==> src/rtl/mhpq_pkg.sv <==
// Shared types and constants for the max-heap priority queue.
package mhpq_pkg;

	localparam int KEY_W    = 16;
	localparam int TAG_W    = 16;
	localparam int SUM_W    = 23;
	localparam int TOTAL_W  = 7;
	localparam int STATUS_W = 2;

	// One heap slot: key in the upper half, tag in the lower half
	typedef struct packed {
		logic [KEY_W-1:0] key;
		logic [TAG_W-1:0] tag;
	} entry_t;

	localparam int ENT_W = $bits(entry_t);

	// Request opcodes
	localparam logic OP_INSERT = 1'b0;
	localparam logic OP_DELETE = 1'b1;

	// Result status codes
	localparam logic [STATUS_W-1:0] STAT_OK    = 2'd0;
	localparam logic [STATUS_W-1:0] STAT_FULL  = 2'd1;
	localparam logic [STATUS_W-1:0] STAT_EMPTY = 2'd2;

endpackage

==> src/rtl/mhpq_ram.sv <==
// Generic simple dual-port RAM: one write port, one read port with registered data.
module mhpq_ram #(
	parameter int WIDTH = 32,
	parameter int DEPTH = 128
) (
	input  logic                     clk,
	input  logic                     we,
	input  logic [$clog2(DEPTH)-1:0] waddr,
	input  logic [WIDTH-1:0]         wdata,
	input  logic [$clog2(DEPTH)-1:0] raddr,
	output logic [WIDTH-1:0]         rdata
);

	logic [WIDTH-1:0] mem_q [DEPTH];

	// Write port and registered read port
	always_ff @(posedge clk) begin
		if (we) begin
			mem_q[waddr] <= wdata;
		end
		rdata <= mem_q[raddr];
	end

endmodule

==> src/rtl/max_heap_priority_queue.sv <==
// Top level of the max-heap priority queue: sequencer around the heap RAM.
//
// Usage: a request is taken when start is high and busy is low. op selects
// insert (key, tag enter the heap) or delete-max (the root leaves the heap).
// Each request produces exactly one result, shown for one cycle with done
// high: out_key/out_tag (removed entry, zero otherwise), status, entry_total
// and key_sum after the request. The receiver cannot stall; done is a pulse.
// Sequencing:
//   refused request (full or empty): done in the cycle after acceptance.
//   insert: one level climbed per S_UP_CMP step; each step compares the
//     parent already read while writing the moved entry and reading the
//     next parent.
//   delete: root and last entry are read in turn, then each level down reads
//     the left and, if present, the right child on the single read port.
// busy stays high until done (a refused request never raises it), so the next
// request may come with done. Reset clears the entry count and key sum; the heap
// RAM is not cleared and no slot's data is used before that slot is written.
module max_heap_priority_queue #(
	parameter int CAPACITY = 127
) (
	input  logic                            clk,
	input  logic                            arst_n,
	input  logic                            start,
	input  logic                            op,
	input  logic [mhpq_pkg::KEY_W-1:0]      key,
	input  logic [mhpq_pkg::TAG_W-1:0]      tag,
	output logic                            busy,
	output logic                            done,
	output logic [mhpq_pkg::KEY_W-1:0]      out_key,
	output logic [mhpq_pkg::TAG_W-1:0]      out_tag,
	output logic [mhpq_pkg::STATUS_W-1:0]   status,
	output logic [mhpq_pkg::TOTAL_W-1:0]    entry_total,
	output logic [mhpq_pkg::SUM_W-1:0]      key_sum
);

	import mhpq_pkg::*;

	localparam int AW = $clog2(CAPACITY + 1);

	typedef enum logic [2:0] {
		S_IDLE,
		S_UP_CMP,
		S_UP_FIN,
		S_DEL_TOP,
		S_DEL_LAST,
		S_DN_L,
		S_DN_R,
		S_DN_FIN
	} state_t;

	state_t state_q, state_d;

	logic [AW-1:0]         pos_q, pos_d;     // insert position or delete hole
	logic [AW:0]           kid_q, kid_d;     // left child index during sift-down
	logic [AW-1:0]         count_q, count_d;
	logic [SUM_W-1:0]      sum_q, sum_d;
	logic [KEY_W-1:0]      key_q, key_d;
	logic [TAG_W-1:0]      tag_q, tag_d;
	entry_t                top_q, top_d;
	entry_t                last_q, last_d;
	entry_t                left_q, left_d;

	logic                  done_d;
	logic [KEY_W-1:0]      out_key_d;
	logic [TAG_W-1:0]      out_tag_d;
	logic [STATUS_W-1:0]   status_d;
	logic [TOTAL_W-1:0]    entry_total_d;
	logic [SUM_W-1:0]      key_sum_d;

	logic                  mem_we;
	logic [AW-1:0]         mem_waddr;
	entry_t                mem_wdata;
	logic [AW-1:0]         mem_raddr;
	entry_t                rd_ent;

	logic [AW-1:0]         last_n;
	logic [AW-1:0]         par_idx;
	logic                  right_pick;
	entry_t                ch_ent;
	logic [AW-1:0]         ch_idx;
	logic [AW:0]           next_kid;
	logic                  eval;
	logic                  fin_ins;
	logic                  fin_del;
	logic                  fin_ref;
	logic [STATUS_W-1:0]   ref_stat;

	// Heap storage, slots 1..CAPACITY
	mhpq_ram #(
		.WIDTH (ENT_W),
		.DEPTH (CAPACITY + 1)
	) u_ram (
		.clk   (clk),
		.we    (mem_we),
		.waddr (mem_waddr),
		.wdata (mem_wdata),
		.raddr (mem_raddr),
		.rdata (rd_ent)
	);

	assign busy = (state_q != S_IDLE);

	// Index helpers
	assign last_n     = count_q - AW'(1);
	assign par_idx    = pos_q >> 1;
	assign right_pick = (state_q == S_DN_R) && (left_q.key < rd_ent.key);
	assign ch_ent     = (state_q == S_DN_R && !right_pick) ? left_q : rd_ent;
	assign ch_idx     = right_pick ? (kid_q[AW-1:0] + AW'(1)) : kid_q[AW-1:0];
	assign next_kid   = {ch_idx, 1'b0};

	// Sequencer next-state logic
	always_comb begin
		state_d       = state_q;
		pos_d         = pos_q;
		kid_d         = kid_q;
		count_d       = count_q;
		sum_d         = sum_q;
		key_d         = key_q;
		tag_d         = tag_q;
		top_d         = top_q;
		last_d        = last_q;
		left_d        = left_q;
		done_d        = 1'b0;
		out_key_d     = out_key;
		out_tag_d     = out_tag;
		status_d      = status;
		entry_total_d = entry_total;
		key_sum_d     = key_sum;
		mem_we        = 1'b0;
		mem_waddr     = pos_q;
		mem_wdata     = '{key: key_q, tag: tag_q};
		mem_raddr     = pos_q;
		eval          = 1'b0;
		fin_ins       = 1'b0;
		fin_del       = 1'b0;
		fin_ref       = 1'b0;
		ref_stat      = STAT_OK;

		case (state_q)
			S_IDLE: begin
				if (start) begin
					key_d = key;
					tag_d = tag;
					if (op == OP_INSERT) begin
						if (count_q >= AW'(CAPACITY)) begin
							fin_ref  = 1'b1;
							ref_stat = STAT_FULL;
						end else begin
							pos_d = count_q + AW'(1);
							if (count_q == '0) begin
								state_d = S_UP_FIN;
							end else begin
								mem_raddr = (count_q + AW'(1)) >> 1;
								state_d   = S_UP_CMP;
							end
						end
					end else begin
						if (count_q == '0) begin
							fin_ref  = 1'b1;
							ref_stat = STAT_EMPTY;
						end else begin
							mem_raddr = AW'(1);
							state_d   = S_DEL_TOP;
						end
					end
				end
			end
			// Parent data is in rd_ent; move it down or place the new entry
			S_UP_CMP: begin
				mem_we = 1'b1;
				if (key_q > rd_ent.key) begin
					mem_wdata = rd_ent;
					pos_d     = par_idx;
					if (par_idx == AW'(1)) begin
						state_d = S_UP_FIN;
					end else begin
						mem_raddr = par_idx >> 1;
					end
				end else begin
					fin_ins = 1'b1;
				end
			end
			S_UP_FIN: begin
				mem_we  = 1'b1;
				fin_ins = 1'b1;
			end
			S_DEL_TOP: begin
				top_d     = rd_ent;
				mem_raddr = count_q;
				state_d   = S_DEL_LAST;
			end
			S_DEL_LAST: begin
				last_d = rd_ent;
				pos_d  = AW'(1);
				if (last_n < AW'(2)) begin
					mem_we    = 1'b1;
					mem_waddr = AW'(1);
					mem_wdata = rd_ent;
					fin_del   = 1'b1;
				end else begin
					mem_raddr = AW'(2);
					kid_d     = (AW + 1)'(2);
					state_d   = S_DN_L;
				end
			end
			S_DN_L: begin
				left_d = rd_ent;
				if (kid_q < {1'b0, last_n}) begin
					mem_raddr = kid_q[AW-1:0] + AW'(1);
					state_d   = S_DN_R;
				end else begin
					eval = 1'b1;
				end
			end
			S_DN_R: begin
				eval = 1'b1;
			end
			S_DN_FIN: begin
				mem_we    = 1'b1;
				mem_wdata = last_q;
				fin_del   = 1'b1;
			end
			default: begin
				state_d = S_IDLE;
			end
		endcase

		// One sift-down level against the chosen child
		if (eval) begin
			mem_we = 1'b1;
			if (last_q.key >= ch_ent.key) begin
				mem_wdata = last_q;
				fin_del   = 1'b1;
			end else begin
				mem_wdata = ch_ent;
				pos_d     = ch_idx;
				kid_d     = next_kid;
				if (next_kid <= {1'b0, last_n}) begin
					mem_raddr = next_kid[AW-1:0];
					state_d   = S_DN_L;
				end else begin
					state_d = S_DN_FIN;
				end
			end
		end

		// Result formation
		if (fin_ins) begin
			count_d   = count_q + AW'(1);
			sum_d     = sum_q + SUM_W'(key_q);
			out_key_d = '0;
			out_tag_d = '0;
			status_d  = STAT_OK;
		end else if (fin_del) begin
			count_d   = last_n;
			sum_d     = sum_q - SUM_W'(top_q.key);
			out_key_d = top_q.key;
			out_tag_d = top_q.tag;
			status_d  = STAT_OK;
		end else if (fin_ref) begin
			out_key_d = '0;
			out_tag_d = '0;
			status_d  = ref_stat;
		end
		if (fin_ins || fin_del || fin_ref) begin
			state_d       = S_IDLE;
			done_d        = 1'b1;
			entry_total_d = TOTAL_W'(count_d);
			key_sum_d     = sum_d;
		end
	end

	// State and registered outputs
	always_ff @(posedge clk or negedge arst_n) begin
		if (!arst_n) begin
			state_q     <= S_IDLE;
			pos_q       <= '0;
			kid_q       <= '0;
			count_q     <= '0;
			sum_q       <= '0;
			key_q       <= '0;
			tag_q       <= '0;
			top_q       <= '0;
			last_q      <= '0;
			left_q      <= '0;
			done        <= 1'b0;
			out_key     <= '0;
			out_tag     <= '0;
			status      <= STAT_OK;
			entry_total <= '0;
			key_sum     <= '0;
		end else begin
			state_q     <= state_d;
			pos_q       <= pos_d;
			kid_q       <= kid_d;
			count_q     <= count_d;
			sum_q       <= sum_d;
			key_q       <= key_d;
			tag_q       <= tag_d;
			top_q       <= top_d;
			last_q      <= last_d;
			left_q      <= left_d;
			done        <= done_d;
			out_key     <= out_key_d;
			out_tag     <= out_tag_d;
			status      <= status_d;
			entry_total <= entry_total_d;
			key_sum     <= key_sum_d;
		end
	end

	// Checks
	a_done_idle: assert property (@(posedge clk) disable iff (!arst_n)
		done |-> !busy)
		else $error("result strobe while sequencer still busy");

	a_count_cap: assert property (@(posedge clk) disable iff (!arst_n)
		count_q <= AW'(CAPACITY))
		else $error("entry count above capacity");

	a_accept_progress: assert property (@(posedge clk) disable iff (!arst_n)
		(start && !busy) |=> (busy || done))
		else $error("accepted request neither working nor finished");

	a_write_busy: assert property (@(posedge clk) disable iff (!arst_n)
		mem_we |-> busy)
		else $error("heap RAM written while idle");

	a_empty_zero: assert property (@(posedge clk) disable iff (!arst_n)
		(done && status == STAT_EMPTY) |-> (out_key == '0 && out_tag == '0))
		else $error("refused delete returned an entry");

endmodule
==> config.mk <==
export PLATFORM = sky130hd
export DESIGN_NAME = max_heap_priority_queue
export DESIGN_NICKNAME = d
export VERILOG_FILES = /design/src/rtl/mhpq_pkg.sv /design/src/rtl/mhpq_ram.sv /design/src/rtl/max_heap_priority_queue.sv
export SDC_FILE = /design/constraint.sdc
export NUM_CORES = 2
export LEC_CHECK = 0
export BUFFER_PORTS_ARGS = -buffer_cell sky130_fd_sc_hd__buf_4
export CELL_PAD_IN_SITES_DETAIL_PLACEMENT = 0
export CELL_PAD_IN_SITES_GLOBAL_PLACEMENT = 1
export CORE_MARGIN = 2
export CORE_UTILIZATION = 35
export CTS_BUF_LIST = sky130_fd_sc_hd__clkbuf_8
export DETAILED_ROUTE_END_ITERATION = 6
export HOLD_SLACK_MARGIN = 0.03
export PLACE_DENSITY_LB_ADDON = 0.1
export SYNTH_ARGS = -nofsm -noshare
export SYNTH_HDL_FRONTEND = slang
export SYNTH_SLANG_ARGS = --single-unit
==> constraint.sdc <==
create_clock -name clk -period 19.05 [get_ports clk]
set_input_delay 1.905 -clock clk [delete_from_list [all_inputs] [get_ports clk]]
set_output_delay 1.905 -clock clk [all_outputs]
set_load 0.01 [all_outputs]
==> results_dict.tcl <==
set metrics [dict create \
    wl_per_cell_um 33.2 \
    finalHoldViolCount 0 \
    layout_commonest_cell "edfxtp_1" \
    reg2reg_depth 25 \
    ctsResizeCount 0 \
    num_rows 260 \
    outcome "finished, violations left" \
    synth-seq-cells 4369 \
    synth_area_per_cell_um2 14.1 \
    coreArea_um2 501000 \
    dp_hpwl_um 379000 \
    drtAntennaViolNets 0 \
    gp_congestion 0.832 \
    grt_pass1_vias 111934 \
    path_clk_slew_ns 0.06 \
    critPathBufInv 6 \
    grt_pass1_wl_um 924000 \
    grt_max_degree 142 \
    clockBufferDepth 4 \
    rsz0062_at_grt "no" \
    synth_area_leader_cell "edfxtp_1" \
    arrival_ns 12.52 \
    port_buffers 101 \
    worst-setup-path-type "reg2reg" \
    cts_tree "built" \
    numCtsBuffers 754 \
    cts_sinks 4369 \
    hp-class "reg2reg" \
    wl_um 677000 \
    cpMostUsedCell "buf_4" \
    period_needed_ns 11.39 \
    pin_count 102 \
    grt_antenna_before_repair 83 \
    setup.worst_path.end_class "register" \
    synth_top_area_share_pct 69.9 \
    synth_area_leaders "edfxtp_1 70%, nand2_1 5.4%, dfrtp_1 3.4%" \
    ys_seq_area_share_pct 73.7 \
    vias_per_cell 5.64 \
    violations "DRC" \
    nNetsFinal 13074 \
    ys_async_sr_fraction_pct 5.52 \
    track_usage_pct 25.9 \
    via_count 115013 \
    crit_cells 25 \
    die_y_um 713 \
    yosys_warnings 0 \
    cp_slowest_cell "a2111oi_1" \
    slowest_delay_ns 1.07 \
    synthesis.nets 12606 \
    synth_ff_type "edfxtp_1" \
    relSlewSlack_pct 3.40 \
    fp.dieW_um 713 \
    crit_family "compound AO/OA/AOI/OAI gates" \
    root_buffer "clkbuf_8" \
    clock_latency_ns 1.34 \
    layout_common_cells "4096 x edfxtp_1, 2525 x nand2_1, 784 x clkbuf_8" \
    finalSetupViolCount 0 \
    fp.dieArea_um2 508000 \
    drt-initial-drc-count 12946 \
    drt_first_pass_iters 7 \
    ctsHoldBuffers 0 \
    setup_tns_ns 0 \
    syn_area_um2 176000 \
    fmax_ghz 0.0878 \
    maxCapViolCount 0 \
    worstPathRequired_ns 20.18 \
    cp_max_fo 48 \
    grt.overflow.total 0 \
    synth_edf_count 4096 \
    placed_area_um2 187000 \
    finClkSkew_ns 0.0925 \
    worst_pin_slew_ns 1.45 \
    hold-worst-slack_ns 0.482 \
    htree_levels 6 \
    period_share_pct 59.8 \
    drive_above_1_share_pct 15.4 \
    area_delta_synth_final_pct 14.4 \
    synth.distinct_cells 93 \
    drc_errors 1 \
    drv_slew 0 \
    post_cts_buffers 0 \
    start_util_pct 35.1 \
    worstHoldPathCells 2 \
    fin_area_um2 201000 \
    netlist_instances 12474 \
    cp-start-kind "register" \
]
==> cell families after synthesis <==
logic type,after synthesis,synth area share (%)
xor+xnor,53,0.272
flops,4369,73.7
fa+ha+maj,96,0.692
buf+inv,890,2.04
simple gates,4230,10.2
mux,685,4.71
compound gates,2151,8.34
==> state kept, by name, summed over array words and instances, names as in the netlist <==
register,flops
u_ram.mem_q,4096
last_q,32
left_q,32
top_q,32
u_ram.rdata,32
key_sum,23
sum_q,23
key_q,16
out_key,16
out_tag,16
tag_q,16
kid_q,8
count_q,7
entry_total,7
pos_q,7
state_q,3
status,2
done,1
==> worst paths after layout <==
path | endpoint | slack [ns] | start
min reg2reg | top_q[29] | 0.48 | top_q[29]
max | u_ram.rdata[27] | 7.66 | u_ram.rdata[23]
max in group asynchronous | left_q[29] | 16.33 | arst_n
min | top_q[29] | 0.48 | top_q[29]
max reg2reg | u_ram.rdata[27] | 7.66 | u_ram.rdata[23]
min in group asynchronous | key_sum[19] | 0.55 | arst_n
==> stage by stage <==
stage | cells | utilization [%] | worst slack [ns]
2_1_floorplan | 12474 | - | 8.59
3_3_place_gp | 18864 | 37.4 | 7.09
3_5_place_dp | 18866 | 37.4 | 7.86
4_1_cts | 20213 | 40.1 | 7.80
5_1_grt | 20344 | 40.1 | 7.30
6_report | 20379 | 40.2 | 7.66
==> layout make-up <==
cell class                      count  area, um2
Antenna cell                      165        413
Fill cell                       46645     300000
Multi-Input combinational cell   7215      44800
Sequential cell                  4369     130000
Inverter                           65        244
Tap cell                         6681       8360
Clock buffer                      784      10800
Clock inverter                    563       2660
Timing Repair Buffer              537       4260
==> cell usage after synthesis (all sizes together) (67+ instances only) <==
master and count:
mux2i 410, and3 291, dfrtp 241, nand2 2535
mux4 96, edfxtp 4096, clkbuf 658, nor4 67
a21oi 333, buf 167, mux2 179, a31oi 273
a221oi 99, a311oi 102, nand3 397, ha 94
o22ai 192, nor2 712, o21ai 414, a31o 67
a211oi 299
==> worst min-delay path, delay by kind of cell (launching register included) <==
kind            cells  cell delay (ns)
compound gates      1             0.06
flops               1             0.34
simple gates        1             0.05
==> routing by layer <==
| metal | GRT usage, % | wire, um | up-vias |
|---|---|---|---|
| li1 | - | - | 48665 |
| met1 | 35.7 | 288000 | 60174 |
| met3 | 4.82 | 53300 | 1025 |
| met4 | 9.32 | 25100 | 14 |
| met2 | 41.0 | 311000 | 5135 |
| met5 | 0 | 92 | - |
Power is not shown: default switching activity piles up to over one toggle a cycle in this logic, so the estimate is an artifact.
